**config.mk**
```make
export PLATFORM = sky130hd
export DESIGN_NAME = tga_rle_image_decoder_unit
export DESIGN_NICKNAME = d
export VERILOG_FILES = /design/src/hdl/tgadec_pkg.sv /design/src/hdl/tgadec_front.sv /design/src/hdl/tgadec_queue.sv /design/src/hdl/tgadec_back.sv /design/src/hdl/tga_rle_image_decoder_unit.sv
export SDC_FILE = /design/constraint.sdc
export NUM_CORES = 1
export LEC_CHECK = 0
export BUFFER_PORTS_ARGS = -buffer_cell sky130_fd_sc_hd__buf_4
export CAP_MARGIN = 40
export CORE_MARGIN = 1.5
export CORE_UTILIZATION = 42
export CTS_CLUSTER_SIZE = 10
export DETAILED_ROUTE_END_ITERATION = 6
export RECOVER_POWER = 25
export SETUP_SLACK_MARGIN = 0.15
export SLEW_MARGIN = 15
export SYNTH_ARGS = -nofsm -noshare
export SYNTH_HDL_FRONTEND = slang
export SYNTH_SLANG_ARGS = --single-unit
```
**constraint.sdc**
```tcl
create_clock -name i_clk -period 12.4 [get_ports i_clk]
set_input_delay 1.24 -clock i_clk [delete_from_list [all_inputs] [get_ports i_clk]]
set_output_delay 1.24 -clock i_clk [all_outputs]
set_load 0.01 [all_outputs]
```
**src/hdl/tgadec_pkg.sv**
```systemverilog
`timescale 1ns / 1ps
// Shared types and constants of the TGA RLE image decoder.
// No dependencies; imported by every module of the decoder.
package tgadec_pkg;

    // Parser phases
    typedef enum logic [2:0] {
        PH_TYPE = 3'd0,
        PH_DIMS = 3'd1,
        PH_PKT  = 3'd2,
        PH_PIX  = 3'd3,
        PH_SKIP = 3'd4
    } t_phase;

    // Result kinds, carried on tuser
    typedef enum logic [1:0] {
        KIND_INFO  = 2'd0,
        KIND_PIXEL = 2'd1,
        KIND_ERROR = 2'd2
    } t_kind;

    // Error codes
    typedef enum logic [2:0] {
        ERR_NONE    = 3'd0,
        ERR_TYPE    = 3'd1,
        ERR_SIZE    = 3'd2,
        ERR_OVERRUN = 3'd3,
        ERR_SHORT   = 3'd4
    } t_err;

    // One result request passed from the parser to the output side
    typedef struct packed {
        t_kind       kind;
        logic [15:0] image_width;
        logic [15:0] image_height;
        logic        has_alpha;
        logic [7:0]  red;
        logic [7:0]  green;
        logic [7:0]  blue;
        logic [7:0]  alpha;
        logic [7:0]  repeat_res;
        t_err        error_code;
        logic        last;
    } t_result;

    // Header byte positions
    localparam logic [4:0] HDR_TYPE_BYTE = 5'd2;
    localparam logic [4:0] HDR_TYPE_LAST = 5'd11;
    localparam logic [4:0] HDR_WIDTH_LO  = 5'd12;
    localparam logic [4:0] HDR_WIDTH_HI  = 5'd13;
    localparam logic [4:0] HDR_HEIGHT_LO = 5'd14;
    localparam logic [4:0] HDR_HEIGHT_HI = 5'd15;
    localparam logic [4:0] HDR_DEPTH     = 5'd16;

    // Header byte values
    localparam logic [7:0] TYPE_RAW = 8'd2;
    localparam logic [7:0] TYPE_RLE = 8'd10;
    localparam logic [7:0] DEPTH_24 = 8'd24;
    localparam logic [7:0] DEPTH_32 = 8'd32;

    // Stream widths
    localparam int TDATA_W = 80;
    localparam int TUSER_W = 2;

endpackage

```
**src/hdl/tgadec_front.sv**
```systemverilog
`timescale 1ns / 1ps
// Front end of the TGA decoder: header parser, packet and pixel tracking.
// Emits one result request per byte at most. Depends on tgadec_pkg.
module tgadec_front
    import tgadec_pkg::*;
(
    input  logic       i_clk,
    input  logic       i_rst_n,
    input  logic       i_accept,
    input  logic [7:0] i_data_byte,
    input  logic       i_end_of_file,
    output logic       o_push,
    output t_result    o_result
);

    t_phase      r_phase, n_phase, w_phase_step;
    logic [4:0]  r_header_index, n_header_index;
    logic        r_rle_mode, n_rle_mode;
    logic [15:0] r_width, n_width;
    logic [15:0] r_height, n_height;
    logic        r_four_bytes, n_four_bytes;
    logic [31:0] r_pixels_left, n_pixels_left;
    logic [7:0]  r_packet_left, n_packet_left;
    logic        r_packet_is_run, n_packet_is_run;
    logic [23:0] r_colour, n_colour;
    logic [1:0]  r_byte_in_pixel, n_byte_in_pixel;

    logic        w_type_ok;
    logic        w_dims_bad;
    logic [7:0]  w_count;
    logic        w_overrun;
    logic        w_pix_store;
    logic [7:0]  w_rep_raw;
    logic [7:0]  w_rep;
    logic [31:0] w_pixels_after;
    logic [7:0]  w_packet_after;
    logic [31:0] w_area;

    assign w_type_ok = (r_header_index == HDR_TYPE_BYTE) ?
                       ((i_data_byte == TYPE_RAW) || (i_data_byte == TYPE_RLE)) :
                       (i_data_byte == 8'd0);
    assign w_dims_bad = (r_width == 16'd0) || (r_height == 16'd0) ||
                        ((i_data_byte != DEPTH_24) && (i_data_byte != DEPTH_32));
    // Raw and run packets both carry count-1 in the low seven bits
    assign w_count     = {1'b0, i_data_byte[6:0]} + 8'd1;
    assign w_overrun   = {24'h0, w_count} > r_pixels_left;
    assign w_pix_store = r_byte_in_pixel < (r_four_bytes ? 2'd3 : 2'd2);
    assign w_rep_raw   = (r_rle_mode && r_packet_is_run) ? r_packet_left : 8'd1;
    assign w_rep       = ({24'h0, w_rep_raw} > r_pixels_left) ? r_pixels_left[7:0] : w_rep_raw;
    assign w_pixels_after = r_pixels_left - {24'h0, w_rep};
    assign w_packet_after = (w_rep > r_packet_left) ? 8'd0 : (r_packet_left - w_rep);
    assign w_area = {16'h0, r_width} * {16'h0, r_height};

    // Next phase
    always_comb begin
        w_phase_step = r_phase;
        case (r_phase)
            PH_TYPE: begin
                if (!w_type_ok) begin
                    w_phase_step = PH_SKIP;
                end else if (r_header_index >= HDR_TYPE_LAST) begin
                    w_phase_step = PH_DIMS;
                end
            end
            PH_DIMS: begin
                if (r_header_index == HDR_DEPTH) begin
                    if (w_dims_bad) begin
                        w_phase_step = PH_SKIP;
                    end
                end else if (r_header_index > HDR_DEPTH) begin
                    w_phase_step = r_rle_mode ? PH_PKT : PH_PIX;
                end
            end
            PH_PKT: begin
                w_phase_step = w_overrun ? PH_SKIP : PH_PIX;
            end
            PH_PIX: begin
                if (!w_pix_store) begin
                    if (w_pixels_after == 32'd0) begin
                        w_phase_step = PH_SKIP;
                    end else if (r_rle_mode && (w_packet_after == 8'd0)) begin
                        w_phase_step = PH_PKT;
                    end
                end
            end
            default: begin
                w_phase_step = r_phase;
            end
        endcase
        n_phase = r_phase;
        if (i_accept) begin
            n_phase = i_end_of_file ? PH_TYPE : w_phase_step;
        end
    end

    // Datapath and result
    always_comb begin
        n_header_index  = r_header_index;
        n_rle_mode      = r_rle_mode;
        n_width         = r_width;
        n_height        = r_height;
        n_four_bytes    = r_four_bytes;
        n_pixels_left   = r_pixels_left;
        n_packet_left   = r_packet_left;
        n_packet_is_run = r_packet_is_run;
        n_colour        = r_colour;
        n_byte_in_pixel = r_byte_in_pixel;
        o_push          = 1'b0;
        o_result        = '0;
        if (i_accept) begin
            case (r_phase)
                PH_TYPE: begin
                    if (r_header_index == HDR_TYPE_BYTE) begin
                        n_rle_mode = (i_data_byte == TYPE_RLE);
                    end
                    if (!w_type_ok) begin
                        o_push              = 1'b1;
                        o_result.kind       = KIND_ERROR;
                        o_result.error_code = ERR_TYPE;
                        o_result.last       = 1'b1;
                    end else begin
                        n_header_index = r_header_index + 5'd1;
                    end
                end
                PH_DIMS: begin
                    case (r_header_index)
                        HDR_WIDTH_LO:  n_width  = {8'h0, i_data_byte};
                        HDR_WIDTH_HI:  n_width  = {i_data_byte, r_width[7:0]};
                        HDR_HEIGHT_LO: n_height = {8'h0, i_data_byte};
                        HDR_HEIGHT_HI: n_height = {i_data_byte, r_height[7:0]};
                        HDR_DEPTH: begin
                            n_four_bytes = (i_data_byte == DEPTH_32);
                            if (w_dims_bad) begin
                                o_push              = 1'b1;
                                o_result.kind       = KIND_ERROR;
                                o_result.error_code = ERR_SIZE;
                                o_result.last       = 1'b1;
                            end
                        end
                        default: begin
                            // Descriptor byte: announce the image
                            o_push                = 1'b1;
                            o_result.kind         = KIND_INFO;
                            o_result.image_width  = r_width;
                            o_result.image_height = r_height;
                            o_result.has_alpha    = r_four_bytes;
                            n_pixels_left         = w_area;
                            n_byte_in_pixel       = 2'd0;
                            n_colour              = 24'h0;
                        end
                    endcase
                    if (w_phase_step == PH_DIMS) begin
                        n_header_index = r_header_index + 5'd1;
                    end
                end
                PH_PKT: begin
                    n_packet_is_run = i_data_byte[7];
                    if (w_overrun) begin
                        o_push              = 1'b1;
                        o_result.kind       = KIND_ERROR;
                        o_result.error_code = ERR_OVERRUN;
                        o_result.last       = 1'b1;
                    end else begin
                        n_packet_left   = w_count;
                        n_byte_in_pixel = 2'd0;
                        n_colour        = 24'h0;
                    end
                end
                PH_PIX: begin
                    if (w_pix_store) begin
                        case (r_byte_in_pixel)
                            2'd0:    n_colour        = {16'h0, i_data_byte};
                            2'd1:    n_colour[15:8]  = i_data_byte;
                            2'd2:    n_colour[23:16] = i_data_byte;
                            default: n_colour        = r_colour;
                        endcase
                        n_byte_in_pixel = r_byte_in_pixel + 2'd1;
                    end else begin
                        // Final stored byte: swap blue and red on the way out
                        o_push              = 1'b1;
                        o_result.kind       = KIND_PIXEL;
                        o_result.has_alpha  = r_four_bytes;
                        o_result.blue       = r_colour[7:0];
                        o_result.green      = r_colour[15:8];
                        o_result.red        = r_four_bytes ? r_colour[23:16] : i_data_byte;
                        o_result.alpha      = r_four_bytes ? i_data_byte : 8'h0;
                        o_result.repeat_res = w_rep;
                        o_result.last       = (w_pixels_after == 32'd0);
                        n_byte_in_pixel     = 2'd0;
                        n_pixels_left       = w_pixels_after;
                        if (r_rle_mode) begin
                            n_packet_left = w_packet_after;
                        end
                    end
                end
                default: begin
                    o_push = 1'b0;
                end
            endcase
            if (i_end_of_file) begin
                // Short stream replaces whatever this byte produced
                if (w_phase_step != PH_SKIP) begin
                    o_push              = 1'b1;
                    o_result            = '0;
                    o_result.kind       = KIND_ERROR;
                    o_result.error_code = ERR_SHORT;
                    o_result.last       = 1'b1;
                end
                n_header_index  = 5'd0;
                n_rle_mode      = 1'b0;
                n_width         = 16'h0;
                n_height        = 16'h0;
                n_four_bytes    = 1'b0;
                n_pixels_left   = 32'h0;
                n_packet_left   = 8'h0;
                n_packet_is_run = 1'b0;
                n_colour        = 24'h0;
                n_byte_in_pixel = 2'd0;
            end
        end
    end

    always_ff @(posedge i_clk) begin
        if (!i_rst_n) begin
            r_phase         <= PH_TYPE;
            r_header_index  <= 5'd0;
            r_rle_mode      <= 1'b0;
            r_width         <= 16'h0;
            r_height        <= 16'h0;
            r_four_bytes    <= 1'b0;
            r_pixels_left   <= 32'h0;
            r_packet_left   <= 8'h0;
            r_packet_is_run <= 1'b0;
            r_colour        <= 24'h0;
            r_byte_in_pixel <= 2'd0;
        end else begin
            r_phase         <= n_phase;
            r_header_index  <= n_header_index;
            r_rle_mode      <= n_rle_mode;
            r_width         <= n_width;
            r_height        <= n_height;
            r_four_bytes    <= n_four_bytes;
            r_pixels_left   <= n_pixels_left;
            r_packet_left   <= n_packet_left;
            r_packet_is_run <= n_packet_is_run;
            r_colour        <= n_colour;
            r_byte_in_pixel <= n_byte_in_pixel;
        end
    end

endmodule

```
**src/hdl/tgadec_queue.sv**
```systemverilog
`timescale 1ns / 1ps
// Two-entry result queue between the parser and the output stage.
// Depends on tgadec_pkg for the result type.
module tgadec_queue
    import tgadec_pkg::*;
(
    input  logic    i_clk,
    input  logic    i_rst_n,
    input  logic    i_push,
    input  t_result i_wr_data,
    output logic    o_room,
    output logic    o_valid,
    output t_result o_rd_data,
    input  logic    i_pop
);

    t_result    r_mem [2];
    logic       r_wr_ptr, n_wr_ptr;
    logic       r_rd_ptr, n_rd_ptr;
    logic [1:0] r_count, n_count;

    assign o_room    = (r_count != 2'd2);
    assign o_valid   = (r_count != 2'd0);
    assign o_rd_data = r_mem[r_rd_ptr];

    always_comb begin
        n_wr_ptr = r_wr_ptr;
        n_rd_ptr = r_rd_ptr;
        n_count  = r_count;
        if (i_push) begin
            n_wr_ptr = ~r_wr_ptr;
        end
        if (i_pop) begin
            n_rd_ptr = ~r_rd_ptr;
        end
        case ({i_push, i_pop})
            2'b10:   n_count = r_count + 2'd1;
            2'b01:   n_count = r_count - 2'd1;
            default: n_count = r_count;
        endcase
    end

    always_ff @(posedge i_clk) begin
        if (i_push) begin
            r_mem[r_wr_ptr] <= i_wr_data;
        end
    end

    always_ff @(posedge i_clk) begin
        if (!i_rst_n) begin
            r_wr_ptr <= 1'b0;
            r_rd_ptr <= 1'b0;
            r_count  <= 2'd0;
        end else begin
            r_wr_ptr <= n_wr_ptr;
            r_rd_ptr <= n_rd_ptr;
            r_count  <= n_count;
        end
    end

endmodule

```
**src/hdl/tgadec_back.sv**
```systemverilog
`timescale 1ns / 1ps
// Output stage of the TGA decoder: holds one result and packs it onto the
// master stream. Depends on tgadec_pkg.
module tgadec_back
    import tgadec_pkg::*;
(
    input  logic               i_clk,
    input  logic               i_rst_n,
    input  logic               i_valid,
    input  t_result            i_result,
    output logic               o_pop,
    output logic               o_tvalid,
    input  logic               i_tready,
    output logic [TDATA_W-1:0] o_tdata,
    output logic [TUSER_W-1:0] o_tuser,
    output logic               o_tlast
);

    logic    r_valid, n_valid;
    t_result r_result;

    // Load when empty or when the held result is being taken
    assign o_pop = i_valid && (!r_valid || i_tready);

    always_comb begin
        n_valid = r_valid;
        if (o_pop) begin
            n_valid = 1'b1;
        end else if (i_tready) begin
            n_valid = 1'b0;
        end
    end

    always_ff @(posedge i_clk) begin
        if (!i_rst_n) begin
            r_valid <= 1'b0;
        end else begin
            r_valid <= n_valid;
        end
    end

    always_ff @(posedge i_clk) begin
        if (o_pop) begin
            r_result <= i_result;
        end
    end

    assign o_tvalid = r_valid;
    assign o_tdata  = {4'h0, r_result.error_code, r_result.repeat_res,
                       r_result.alpha, r_result.blue, r_result.green, r_result.red,
                       r_result.has_alpha, r_result.image_height, r_result.image_width};
    assign o_tuser  = r_result.kind;
    assign o_tlast  = r_result.last;

endmodule

```
**src/hdl/tga_rle_image_decoder_unit.sv**
```systemverilog
`timescale 1ns / 1ps
// TGA (raw and RLE, 24/32-bit) decoder, top level. Depends on tgadec_pkg,
// tgadec_front, tgadec_queue and tgadec_back.
// Throughput: one file byte per cycle, sustained while the master side keeps up.
// Path: a result is written into the queue at the edge that accepts its byte,
// then registered in the output stage before it is valid on the master side.
// Reset: synchronous, active low; restarts the parser, empties queue and output.
module tga_rle_image_decoder_unit
    import tgadec_pkg::*;
(
    input  logic               i_clk,
    input  logic               i_rst_n,
    // Slave side: tdata = data_byte[7:0]; tlast = end_of_file
    input  logic               s_axis_tvalid,
    output logic               s_axis_tready,
    input  logic [7:0]         s_axis_tdata,
    input  logic               s_axis_tlast,
    // Master side
    output logic               m_axis_tvalid,
    input  logic               m_axis_tready,
    // tdata, lowest bit up: image_width[15:0], image_height[31:16],
    // has_alpha[32], red[40:33], green[48:41], blue[56:49], alpha[64:57],
    // repeat_res[72:65], error_code[75:73], zero pad[79:76]
    output logic [TDATA_W-1:0] m_axis_tdata,
    // tuser: kind[1:0]
    output logic [TUSER_W-1:0] m_axis_tuser,
    // tlast: last pixel of the image, or any error
    output logic               m_axis_tlast
);

    logic    w_accept;
    logic    w_push;
    t_result w_front_result;
    logic    w_room;
    logic    w_q_valid;
    t_result w_q_result;
    logic    w_pop;

    // Take a byte whenever the queue can absorb a request; the output
    // register decouples this from the master's tready.
    assign s_axis_tready = w_room;
    assign w_accept      = s_axis_tvalid && w_room;

    // Parse the byte stream and raise at most one request per byte
    tgadec_front u_front (
        .i_clk         (i_clk),
        .i_rst_n       (i_rst_n),
        .i_accept      (w_accept),
        .i_data_byte   (s_axis_tdata),
        .i_end_of_file (s_axis_tlast),
        .o_push        (w_push),
        .o_result      (w_front_result)
    );

    // Hold requests while the master side stalls
    tgadec_queue u_queue (
        .i_clk     (i_clk),
        .i_rst_n   (i_rst_n),
        .i_push    (w_push),
        .i_wr_data (w_front_result),
        .o_room    (w_room),
        .o_valid   (w_q_valid),
        .o_rd_data (w_q_result),
        .i_pop     (w_pop)
    );

    // Register and pack results for the master side
    tgadec_back u_back (
        .i_clk    (i_clk),
        .i_rst_n  (i_rst_n),
        .i_valid  (w_q_valid),
        .i_result (w_q_result),
        .o_pop    (w_pop),
        .o_tvalid (m_axis_tvalid),
        .i_tready (m_axis_tready),
        .o_tdata  (m_axis_tdata),
        .o_tuser  (m_axis_tuser),
        .o_tlast  (m_axis_tlast)
    );

endmodule

```
==> metrics <==
final cycle utilization of the critical path between 60 and 70%; mapped cell area 25900 um2; Reg clk slew, reported paths roughly 0.060 ns; WL final 74600 um; worst vdd ir 81.5 uV; total number of H-tree levels 2; antenna fix cells 0; Setup Viol. Count Final 0; vias post-DR 19900; PD cells 126 nW/um2; DP HPWL 56000 um; largest cells by area after synthesis edfxtp_1 28%, fa_1 15%, dfxtp_1 8.8%, ha_1 6.6%, nand2_1 4.5%; hold bufs inserted after CTS 0; Worst Setup Start Kind flip-flop; top_reg_cell synth edfxtp_1; reg2reg path depth 25; post-synthesis register bit count 351; Final Max Tran Viols roughly 230; critical path's largest stage delay between 0.6 and 0.7 ns; I/O Pins 98; commonest non-fill, non-tap cell in the layout nand2_1; cell count after synthesis 2639; final core utilization 46.8%; leading cell types in the layout, fill and taps excluded 308 x nand2_1, 294 x inv_1, 247 x nor2_1; critical path fanouts, max 54; fin crit period between 8 and 9 ns; Max Clk Rate 120 MHz; Synth top area share between 20 and 30%; Cell variety after synth a little under 100; initial antenna violation count 0; Layout area overhead 9.60%; Die ar. 63100 um2; sequential share of the synthesized area 36.4%; Max stage delay cell, worst path and2_1; Hold Fails Final Rpt 0; chip width 251 um; grt ovf 0; Seq. cell area 9400 um2; Post-Layout Inst Area ~28000 um2; clock root cell clkbuf_16; Worst Path Class, Setup reg -> reg; routability congestion estimate 0.932; hold path cells 2; GR Util All Layers between 20% and 30%; Arr. time, crit path 8.55 ns; first-pass GRT wire length 117000 um; setup repair bufs after CTS 0; CTS sink count 351; area leader, netlist edfxtp_1; final net count between 3000 and 4000; Reg2Reg Launch Point u_front.r_rle_mode; Core Box Area 60600 um2; layout cell share with drive strength beyond 1 9.25%; syn_area_per_cell 9.80 um2; YS warnings 0; largest net degree at the start of global routing ~70; first drt pass iteration count 5; vias per cell ~5.7; WL/cell about 21 um; RSZ-0062 raised after global routing false; Multi-input gate area 14800 um2; number of max-cap violations 5; Worst Setup End Kind flip-flop; hold_sp u_front.r_byte_in_pixel[1]; crit path launch u_front.r_rle_mode; Clock Path Buffers 3; number of synthesized flops with an enable pin between 200 and 250; Initial Utilization 42.7%; I/O Buffers a little over 90; CTS tree done; Final ANT Viol Nets 0; Site Rows 90; Synth async-reset ratio 0%; Max transition margin -87.4%; setup_tns 0 ns; leakage power between 10 and 15 nW; post-route DRC violation count 0; fillcell total about 5800; Fin Clk Skew 0.0320 ns; Hold WC Path Type reg -> reg; Worst Path Required 12.59 ns; worst slew pin tran 2.81 ns; vias in the first global route 20000; failing checks max-capacitance violations, max-slew violations; insertion delay to the later sink of the worst-skew pair 0.58 ns; outcome finished with violations; number of DRC markers in iteration 0 1484; Post-DP Area around 27000 um2; CTS Buf Count 42; Die H around 250 um; CTS resizes 0
-- metrics by stage --
step	setup WS, ns	power, mW	instances	hold slack (ns)
after global placement	4.35	2.46	3393	0.461
after global routing	3.37	3.71	3475	0.518
final	4.04	3.56	3475	0.477
after floorplan	0.679	2.16	2642	0.449
after CTS	4.12	3.66	3474	0.476
after detailed placement	4.14	2.48	3403	0.467
-- cells in the mapped netlist (21+ instances only) --
master / instances
xnor2_1: 34
ha_1: 137
fa_1: 194
xor2_1: 22
clkbuf_1: 125
o21ai_0: 81
edfxtp_1: 237
nor2_1: 248
a211oi_1: 24
inv_1: 294
nor2b_1: 47
mux2_2: 82
a211oi_2: 30
a21boi_0: 42
a21oi_1: 110
mux2i_1: 21
nand3_1: 57
and2_1: 23
nand2_1: 308
nor3_1: 42
a22oi_1: 47
dfxtp_1: 114
-- critical path: cells and delay by family, from the launching register on --
| kind | cells | cell delay (ns) |
|---|---|---|
| simple gates | 11 | 3.42 |
| buf+inv | 5 | 1.63 |
| compound gates | 5 | 1.38 |
| fa+ha+maj | 3 | 0.59 |
| flops | 1 | 0.53 |
| mux | 1 | 0.27 |
-- where the power goes --
part           total [mW]  leakage, nW  internal [mW]  switching, mW
registers            1.65         3.18           1.56         0.0963
clock network        1.16        0.602          0.682          0.480
logic               0.741         7.08          0.265          0.476
total                3.56         10.9           2.51           1.05
-- sequential cells by signal, summed over array words and instances (netlist names), 3 cells and up --
signal	flops
u_back.o_tdata	76
u_front.r_colour	24
u_front.r_header_index	5
u_front.r_height	16
u_front.r_packet_left	8
u_front.r_phase	3
u_front.r_pixels_left	32
u_front.r_width	16
u_queue.r_mem	158
-- area by class of cell --
class / instances / share of cell area [%]
multi-input cells: 1842 / 52.1
flip-flops and latches: 351 / 33.2
clock buffers: 65 / 4.09
inverters: 299 / 3.96
well taps: 782 / 3.45
repair buffers: 130 / 2.89
clock inverters: 6 / 0.371
-- metal layers --
metal  vias to the layer above  track usage (%)  routed length [um]
met5                         -                0                   0
met4                         0             7.95                2460
met3                       153             3.24                4740
met2                       710             38.6               34800
met1                      9910             33.1               32600
li1                       9108                -                   -
-- logic make-up (layout without fill, tap and decap cells) --
kind of cell | after synthesis | in the layout | share of synthesized area, %
mux | 103 | 103 | 4.38
buf+inv | 449 | 500 | 6.75
flops | 351 | 351 | 36.4
simple gates | 844 | 844 | 15.0
other cells | 1 | 4 | 0.0145
compound gates | 503 | 503 | 13.9
xor+xnor | 56 | 56 | 1.90
fa+ha+maj | 332 | 332 | 21.7
-- worst paths after layout --
path / to / slack [ns]
hold reg to reg: u_front.r_byte_in_pixel[1] / 0.48
hold / removal: u_front.r_byte_in_pixel[1] / 0.48
setup / recovery: u_queue.r_mem[0][6] / 4.04
setup reg to reg: u_queue.r_mem[0][6] / 4.04
(Power assumes the default switching activity.)
